<file path="src/rtl/itns_pkg.sv">
// ----------------------------------------------------------------------------
// itns_pkg
// Shared types, codes and helpers for the ID table name scanner.
// ----------------------------------------------------------------------------
package itns_pkg;

    // Line phase codes
    localparam logic [2:0] PH_NUM1   = 3'd0;
    localparam logic [2:0] PH_NUM2   = 3'd1;
    localparam logic [2:0] PH_NUM3   = 3'd2;
    localparam logic [2:0] PH_NUM4   = 3'd3;
    localparam logic [2:0] PH_SP     = 3'd4;
    localparam logic [2:0] PH_NAME   = 3'd5;
    localparam logic [2:0] PH_NEXTLN = 3'd6;
    localparam logic [2:0] PH_TAB    = 3'd7;

    // Result kinds
    localparam logic [1:0] KIND_CHAR = 2'd0;
    localparam logic [1:0] KIND_VEND = 2'd1;
    localparam logic [1:0] KIND_DEV  = 2'd2;
    localparam logic [1:0] KIND_NONE = 2'd3;

    // Characters
    localparam logic [7:0] CH_HASH  = 8'h23;
    localparam logic [7:0] CH_TAB   = 8'h09;
    localparam logic [7:0] CH_LF    = 8'h0A;
    localparam logic [7:0] CH_SPACE = 8'h20;

    // Register indexes
    localparam logic REG_VENDOR_KEY = 1'b0;
    localparam logic REG_DEVICE_KEY = 1'b1;

    typedef struct packed {
        logic [7:0] table_byte;
        logic       first_byte;
        logic       final_byte;
    } scan_in_t;

    typedef struct packed {
        logic       have;
        logic [7:0] name_char;
        logic [1:0] kind;
        logic       for_device;
        logic       search_done;
    } scan_res_t;

    // Hex digit value; bit 4 set for a non-hex byte so it never matches a nibble
    function automatic logic [4:0] hex_value(input logic [7:0] c);
        logic [4:0] v;
        v = 5'h10;
        if (c inside {[8'h30:8'h39]})
            v = 5'(c - 8'h30);
        else if (c inside {[8'h41:8'h46]})
            v = 5'(c - 8'h41 + 8'd10);
        else if (c inside {[8'h61:8'h66]})
            v = 5'(c - 8'h61 + 8'd10);
        return v;
    endfunction

endpackage

</file>
<file path="src/rtl/itns_cfg_regs.sv">
// ----------------------------------------------------------------------------
// itns_cfg_regs
// APB register file holding the vendor and device search keys.
// ----------------------------------------------------------------------------
module itns_cfg_regs
    import itns_pkg::*;
(
    input  logic        clk,
    input  logic        rst_n,
    input  logic        psel,
    input  logic        penable,
    input  logic        pwrite,
    input  logic [2:0]  paddr,
    input  logic [31:0] pwdata,
    output logic [31:0] prdata,
    output logic        pready,
    output logic [15:0] vendor_key,
    output logic [15:0] device_key
);

    logic [15:0] vendor_key_reg;
    logic [15:0] device_key_reg;
    logic        wr_en;

    assign pready = 1'b1;
    assign wr_en  = psel && penable && pwrite;

    always_ff @(posedge clk or negedge rst_n)
    begin
        if (!rst_n)
        begin
            vendor_key_reg <= '0;
            device_key_reg <= '0;
        end
        else if (wr_en)
        begin
            // low address bits are ignored: decode on the word index only
            if (paddr[2] == REG_VENDOR_KEY)
                vendor_key_reg <= pwdata[15:0];
            else
                device_key_reg <= pwdata[15:0];
        end
    end

    always_comb
    begin
        if (paddr[2] == REG_DEVICE_KEY)
            prdata = {16'd0, device_key_reg};
        else
            prdata = {16'd0, vendor_key_reg};
    end

    assign vendor_key = vendor_key_reg;
    assign device_key = device_key_reg;

endmodule

</file>
<file path="src/rtl/itns_scan.sv">
// ----------------------------------------------------------------------------
// itns_scan
// Per-byte line parser: holds the scan state and decides the result of a byte.
// ----------------------------------------------------------------------------
module itns_scan
    import itns_pkg::*;
(
    input  logic        clk,
    input  logic        rst_n,
    input  logic        fire,
    input  scan_in_t    item,
    input  logic [15:0] vendor_key,
    input  logic [15:0] device_key,
    output scan_res_t   res
);

    logic [2:0]  phase_reg, phase_next;
    logic        dev_sec_reg, dev_sec_next;
    logic        fin_reg, fin_next;

    logic [2:0]  ph;
    logic        dsec;
    logic        fin;
    logic [15:0] key;
    logic [3:0]  nib;
    logic [7:0]  b;

    always_comb
    begin
        b    = item.table_byte;
        ph   = item.first_byte ? PH_NUM1 : phase_reg;
        dsec = item.first_byte ? 1'b0 : dev_sec_reg;
        fin  = item.first_byte ? 1'b0 : fin_reg;
        key  = dsec ? device_key : vendor_key;
        case (ph[1:0])
            2'd0:    nib = key[15:12];
            2'd1:    nib = key[11:8];
            2'd2:    nib = key[7:4];
            default: nib = key[3:0];
        endcase

        phase_next   = ph;
        dev_sec_next = dsec;
        fin_next     = fin;
        res          = '0;

        if (!fin)
        begin
            if (b == CH_LF)
            begin
                if (ph == PH_NAME)
                begin
                    res.have = 1'b1;
                    if (!dsec)
                    begin
                        res.kind     = KIND_VEND;
                        dev_sec_next = 1'b1;
                    end
                    else
                    begin
                        res.kind        = KIND_DEV;
                        res.for_device  = 1'b1;
                        res.search_done = 1'b1;
                        fin_next        = 1'b1;
                    end
                end
                phase_next = dev_sec_next ? PH_TAB : PH_NUM1;
            end
            else if (ph == PH_NEXTLN)
            begin
                phase_next = PH_NEXTLN;
            end
            else if (b == CH_TAB)
            begin
                phase_next = (dsec && ph == PH_TAB) ? PH_NUM1 : PH_NEXTLN;
            end
            else if (ph == PH_TAB)
            begin
                // non-tab line inside the device section: vendor block is over
                res.have        = 1'b1;
                res.kind        = KIND_NONE;
                res.search_done = 1'b1;
                fin_next        = 1'b1;
            end
            else if (b == CH_HASH && ph == PH_NUM1)
            begin
                phase_next = PH_NEXTLN;
            end
            else if (ph <= PH_NUM4)
            begin
                if ({1'b0, nib} == hex_value(b))
                    phase_next = ph + 3'd1;
                else
                    phase_next = PH_NEXTLN;
            end
            else if (ph == PH_SP && b == CH_SPACE)
            begin
                phase_next = PH_SP;
            end
            else if (ph == PH_SP || ph == PH_NAME)
            begin
                phase_next     = PH_NAME;
                res.have       = 1'b1;
                res.kind       = KIND_CHAR;
                res.name_char  = b;
                res.for_device = dsec;
            end
            else
            begin
                phase_next = PH_NEXTLN;
            end

            if (item.final_byte && !fin_next)
            begin
                res.have        = 1'b1;
                res.kind        = KIND_NONE;
                res.name_char   = '0;
                res.for_device  = 1'b0;
                res.search_done = 1'b1;
                fin_next        = 1'b1;
            end
        end
    end

    always_ff @(posedge clk or negedge rst_n)
    begin
        if (!rst_n)
        begin
            phase_reg   <= PH_NUM1;
            dev_sec_reg <= 1'b0;
            fin_reg     <= 1'b0;
        end
        else if (fire)
        begin
            phase_reg   <= phase_next;
            dev_sec_reg <= dev_sec_next;
            fin_reg     <= fin_next;
        end
    end

endmodule

</file>
<file path="src/rtl/id_table_name_scanner_core.sv">
// ----------------------------------------------------------------------------
// id_table_name_scanner_core
// Streams the name of a vendor/device pair found in an ID-list text.
//
//   channel  | dir | contents
//   s_axis   | in  | tdata = table_byte, tuser = first_byte, tlast = final_byte
//   m_axis   | out | tdata = name_char, tuser = {for_device, kind},
//            |     | tlast = search_done
//   apb      | in  | 0x0 vendor_key, 0x4 device_key
//
// One byte per cycle while m_axis is not stalled: input register, parse logic, result register.
// A result reaches m_axis from the result register after its byte has passed the input register.
// Bytes that yield no result are dropped silently in the parse stage.
// rst_n clears both stage valids, the scan state and the keys.
// A stalled m_axis holds the result; the input register holds until it drains.
// ----------------------------------------------------------------------------
module id_table_name_scanner_core
    import itns_pkg::*;
(
    input  logic        clk,
    input  logic        rst_n,
    // slave stream
    input  logic        s_axis_tvalid,
    output logic        s_axis_tready,
    input  logic [7:0]  s_axis_tdata,   // [7:0] table_byte
    input  logic        s_axis_tuser,   // [0] first_byte
    input  logic        s_axis_tlast,
    // master stream
    output logic        m_axis_tvalid,
    input  logic        m_axis_tready,
    output logic [7:0]  m_axis_tdata,   // [7:0] name_char
    output logic [2:0]  m_axis_tuser,   // [1:0] kind, [2] for_device
    output logic        m_axis_tlast,
    // configuration
    input  logic        psel,
    input  logic        penable,
    input  logic        pwrite,
    input  logic [2:0]  paddr,
    input  logic [31:0] pwdata,
    output logic [31:0] prdata,
    output logic        pready
);

    logic        in_valid_reg;
    scan_in_t    in_item_reg;
    logic        out_valid_reg;
    scan_res_t   out_res_reg;
    scan_res_t   res;
    logic        advance;
    logic [15:0] vendor_key;
    logic [15:0] device_key;

    itns_cfg_regs u_cfg (
        .clk        (clk),
        .rst_n      (rst_n),
        .psel       (psel),
        .penable    (penable),
        .pwrite     (pwrite),
        .paddr      (paddr),
        .pwdata     (pwdata),
        .prdata     (prdata),
        .pready     (pready),
        .vendor_key (vendor_key),
        .device_key (device_key)
    );

    itns_scan u_scan (
        .clk        (clk),
        .rst_n      (rst_n),
        .fire       (advance),
        .item       (in_item_reg),
        .vendor_key (vendor_key),
        .device_key (device_key),
        .res        (res)
    );

    assign advance       = in_valid_reg && (!out_valid_reg || m_axis_tready);
    assign s_axis_tready = !in_valid_reg || advance;

    always_ff @(posedge clk or negedge rst_n)
    begin
        if (!rst_n)
            in_valid_reg <= 1'b0;
        else if (s_axis_tready)
            in_valid_reg <= s_axis_tvalid;
    end

    always_ff @(posedge clk)
    begin
        if (s_axis_tready && s_axis_tvalid)
        begin
            in_item_reg.table_byte <= s_axis_tdata;
            in_item_reg.first_byte <= s_axis_tuser;
            in_item_reg.final_byte <= s_axis_tlast;
        end
    end

    always_ff @(posedge clk or negedge rst_n)
    begin
        if (!rst_n)
            out_valid_reg <= 1'b0;
        else if (advance)
            out_valid_reg <= res.have;
        else if (m_axis_tready)
            out_valid_reg <= 1'b0;
    end

    always_ff @(posedge clk)
    begin
        if (advance && res.have)
            out_res_reg <= res;
    end

    assign m_axis_tvalid = out_valid_reg;
    assign m_axis_tdata  = out_res_reg.name_char;
    assign m_axis_tuser  = {out_res_reg.for_device, out_res_reg.kind};
    assign m_axis_tlast  = out_res_reg.search_done;

endmodule

</file>
<file path="config.mk">
export PLATFORM = sky130hd
export DESIGN_NAME = id_table_name_scanner_core
export DESIGN_NICKNAME = d
export VERILOG_FILES = /design/src/rtl/itns_pkg.sv /design/src/rtl/itns_cfg_regs.sv /design/src/rtl/itns_scan.sv /design/src/rtl/id_table_name_scanner_core.sv
export SDC_FILE = /design/constraint.sdc
export NUM_CORES = 1
export LEC_CHECK = 0
export BUFFER_PORTS_ARGS = -buffer_cell sky130_fd_sc_hd__buf_4
export CORE_ASPECT_RATIO = 1.25
export CORE_MARGIN = 8
export CORE_UTILIZATION = 53
export CTS_CLUSTER_SIZE = 16
export DETAILED_ROUTE_END_ITERATION = 8
export HOLD_SLACK_MARGIN = 0.12
export PLACE_DENSITY = 0.88
export RECOVER_POWER = 25
export REMOVE_ABC_BUFFERS = 1
export SLEW_MARGIN = 10
export SYNTH_ARGS = -nofsm -noshare
export SYNTH_HDL_FRONTEND = slang
export SYNTH_SLANG_ARGS = --single-unit
</file>
<file path="constraint.sdc">
create_clock -name clk -period 2.91 [get_ports clk]
set_input_delay 0.582 -clock clk [delete_from_list [all_inputs] [get_ports clk]]
set_output_delay 0.582 -clock clk [all_outputs]
set_load 0.03 [all_outputs]
</file>
==> flow_summary.ini <==
[setup_path]
crit_fanout = 10
path_class = reg -> reg
max_stage_delay_ps = 440
slowest_stage = edfxtp_1
required_ps = 3110
setup.worst_path.end_class = flop
arrival_ps = 2970
critPathBufInv = 0
critPathLaunchType = flop
regToRegSetupSlack_ps = 140
cp_cell_sequence = nand2b_1, ha_1, and4b_1, a311oi_1, a32oi_2, xnor2_1, nand3_1, o22ai_1, a41oi_1
critPathTopFamily = compound AO/OA/AOI/OAI gates

[sta]
worst_slack_ps = 138
finalHoldViolations = 0
drv_slew = 40
max_freq_mhz = 361
setup-tns-final_ps = 0
finalCritPeriodShare_pct = 95.3
setup_violations = 0
slew_headroom_pct = -42.1
hold_ws_ps = 434
fin_crit_ps = 2770
worst-slew-pin-transition_ps = 2130
skew_ps = 4.60

[floorplanning]
die_y_um = 107
io_pins = 99
row_count = 33
start_util_pct = 54.0
die_w_um = 88.7
die_area_um2 = 9480
coreArea_um2 = 6480

[power]
peakVddDrop_v = 0.000424
power.leakage_uw = 0.00183
power.density_nw_per_um2 = 699
p_total_uw = 2910

[place]
hpwl_mm = 5.94
portBuffers = 63
pre_cts_slack_ps = 122
globalplace.congestion = 0.926

[run]
cap_violations = 1

[finish]
area_growth_pct = 18.6
final_nets = 432
diodes = 0
layout-drive-gt1-share_pct = 38.6
final_util_pct = 64.1

[global_routing]
antenna_found_initial = 0
grt-ovfl-total = 0
track_usage_pct = 18.0
grt_pass1_vias = 2703
grt_pass1_wl_mm = 13.1
grt_max_degree = 40

[detailed_routing]
wl_per_cell_um = 17.8
ant_nets = 0
drt_wl_total_mm = 8.26
num_vias = 2632
drt_pass1_iterations = 4
drt_iter0_drc = 229
routed_via_density = 5.68
drc = 0

[cts]
clock_sinks = 60
clock_path_buffers = 2
holdBufCountCts = 0
insertion_delay_ps = 340
path_clk_slew_ps = 60
cts_tree = yes
postCtsSetupBuffers = 0
cts_made_buffers = 9
htreeDepth = 3
root_buffer = clkbuf_8

[status]
status = finished, violations left
violations = capacitance limit, slew limit

[synth]
synth_cell_type_count = 65
postSynthCellCount = 307
ys_ff_latch = 60
async_reset_ff_share_pct = 65.0
syn-cell-area_um2 = 3500
yosys_warnings = 0
synth.avg_cell_area_um2 = 11.4
synth_seq_area_share_pct = 45.9
synth_edf_count = 21
synth_ff_type = dfrtp_1

[min_path]
hp-class = in -> reg
-- cell usage in the layout (no fill, tap or decap), drive strengths merged, types with 9 or more instances in the layout --
cell,instances
nor2,10
clkbuf,25
ha,9
nand2,16
inv,12
conb,17
dfrtp,39
mux2,50
edfxtp,21
buf,59
and2,9
-- per-layer routing --
metal	wire [um]	up-vias	track usage, %
met5	0	-	0
met4	168	0	9.33
met3	577	13	4.59
met2	4270	107	30.3
met1	3240	1269	20.3
li1	-	1243	-
-- metrics by stage --
step           std cells  cell area, um2
2_1_floorplan        290            3350
3_3_place_gp         447            3980
3_5_place_dp         447            3980
4_1_cts              463            4150
5_1_grt              463            4160
6_report             463            4160
-- power by group --
group	switching (uW)	total (uW)	leakage (uW)	internal [uW]
Clock	310	664	0.0000905	353
Combinational	619	1090	0.00108	467
Sequential	111	1160	0.000666	1050
-- layout make-up --
class	instances	area, um2
clock buffers	14	163
clock inverters	2	10.0
fillers	527	2330
inverters	12	45.0
multi-input cells	218	1700
flip-flops and latches	60	1610
well taps	87	109
repair buffers	70	522
-- synth_stat cells (3+ instances only) --
master	instances	share of area, %
buf_4	20	4.3
nor2_1	9	0.96
o211ai_1	3	0.64
inv_1	12	1.3
dfrtp_1	39	28
a31oi_1	5	0.89
nand3_1	5	0.71
nand2b_1	4	0.71
a22oi_1	7	1.5
nor2b_1	5	0.89
nand2_1	16	1.7
mux2i_1	3	0.86
o21ai_0	7	1.0
ha_1	9	3.2
edfxtp_1	21	18
a21oi_1	7	1.0
a221o_1	3	0.86
nor3_1	8	1.1
mux2_2	49	16
and2_1	8	1.4
and3_1	3	0.54
clkbuf_1	7	0.75
-- worst register-to-register path, stage by stage (launching register included) --
cell,delay [ps]
edfxtp_1,440
nand2b_1,240
ha_1,390
and4b_1,280
a311oi_1,440
a32oi_2,160
xnor2_1,200
nand3_1,100
o22ai_1,230
a41oi_1,160
-- final timing paths --
check                                      startpoint                          endpoint  depth (start not counted)
max                          in_item_reg[1]$_DFFE_PP_   u_scan.phase_reg[1]$_DFFE_PN0P_                          9
max reg2reg                  in_item_reg[1]$_DFFE_PP_   u_scan.phase_reg[1]$_DFFE_PN0P_                          9
min reg2reg                u_scan.fin_reg$_DFFE_PN0P_        u_scan.fin_reg$_DFFE_PN0P_                          2
min                                   s_axis_tdata[4]          in_item_reg[6]$_DFFE_PP_                          1
max in group asynchronous                       rst_n  u_cfg.vendor_key[13]$_DFFE_PN0P_                          1
min in group asynchronous                       rst_n    u_scan.dev_sec_reg$_DFFE_PN0P_                          1
-- logic make-up after synthesis --
family / synth area share [%]
buffers and inverters: 7.39
xor gates and xnor gates: 0.750
AOI/OAI and AO/OA: 13.0
adders and majority gates: 3.21
other: 0.214
and+or+nand+nor: 12.5
muxes: 17.0
DFF: 45.9
-- timing repair --
| item | 4_1_cts | 5_1_grt |
|---|---|---|
| endpoints found under the setup margin | 0 | 3 |
| endpoints found under the hold margin | 0 | 0 |
| gates resized for setup | 0 | 1 |
No activity file was read; power rests on OpenSTA's default activity.
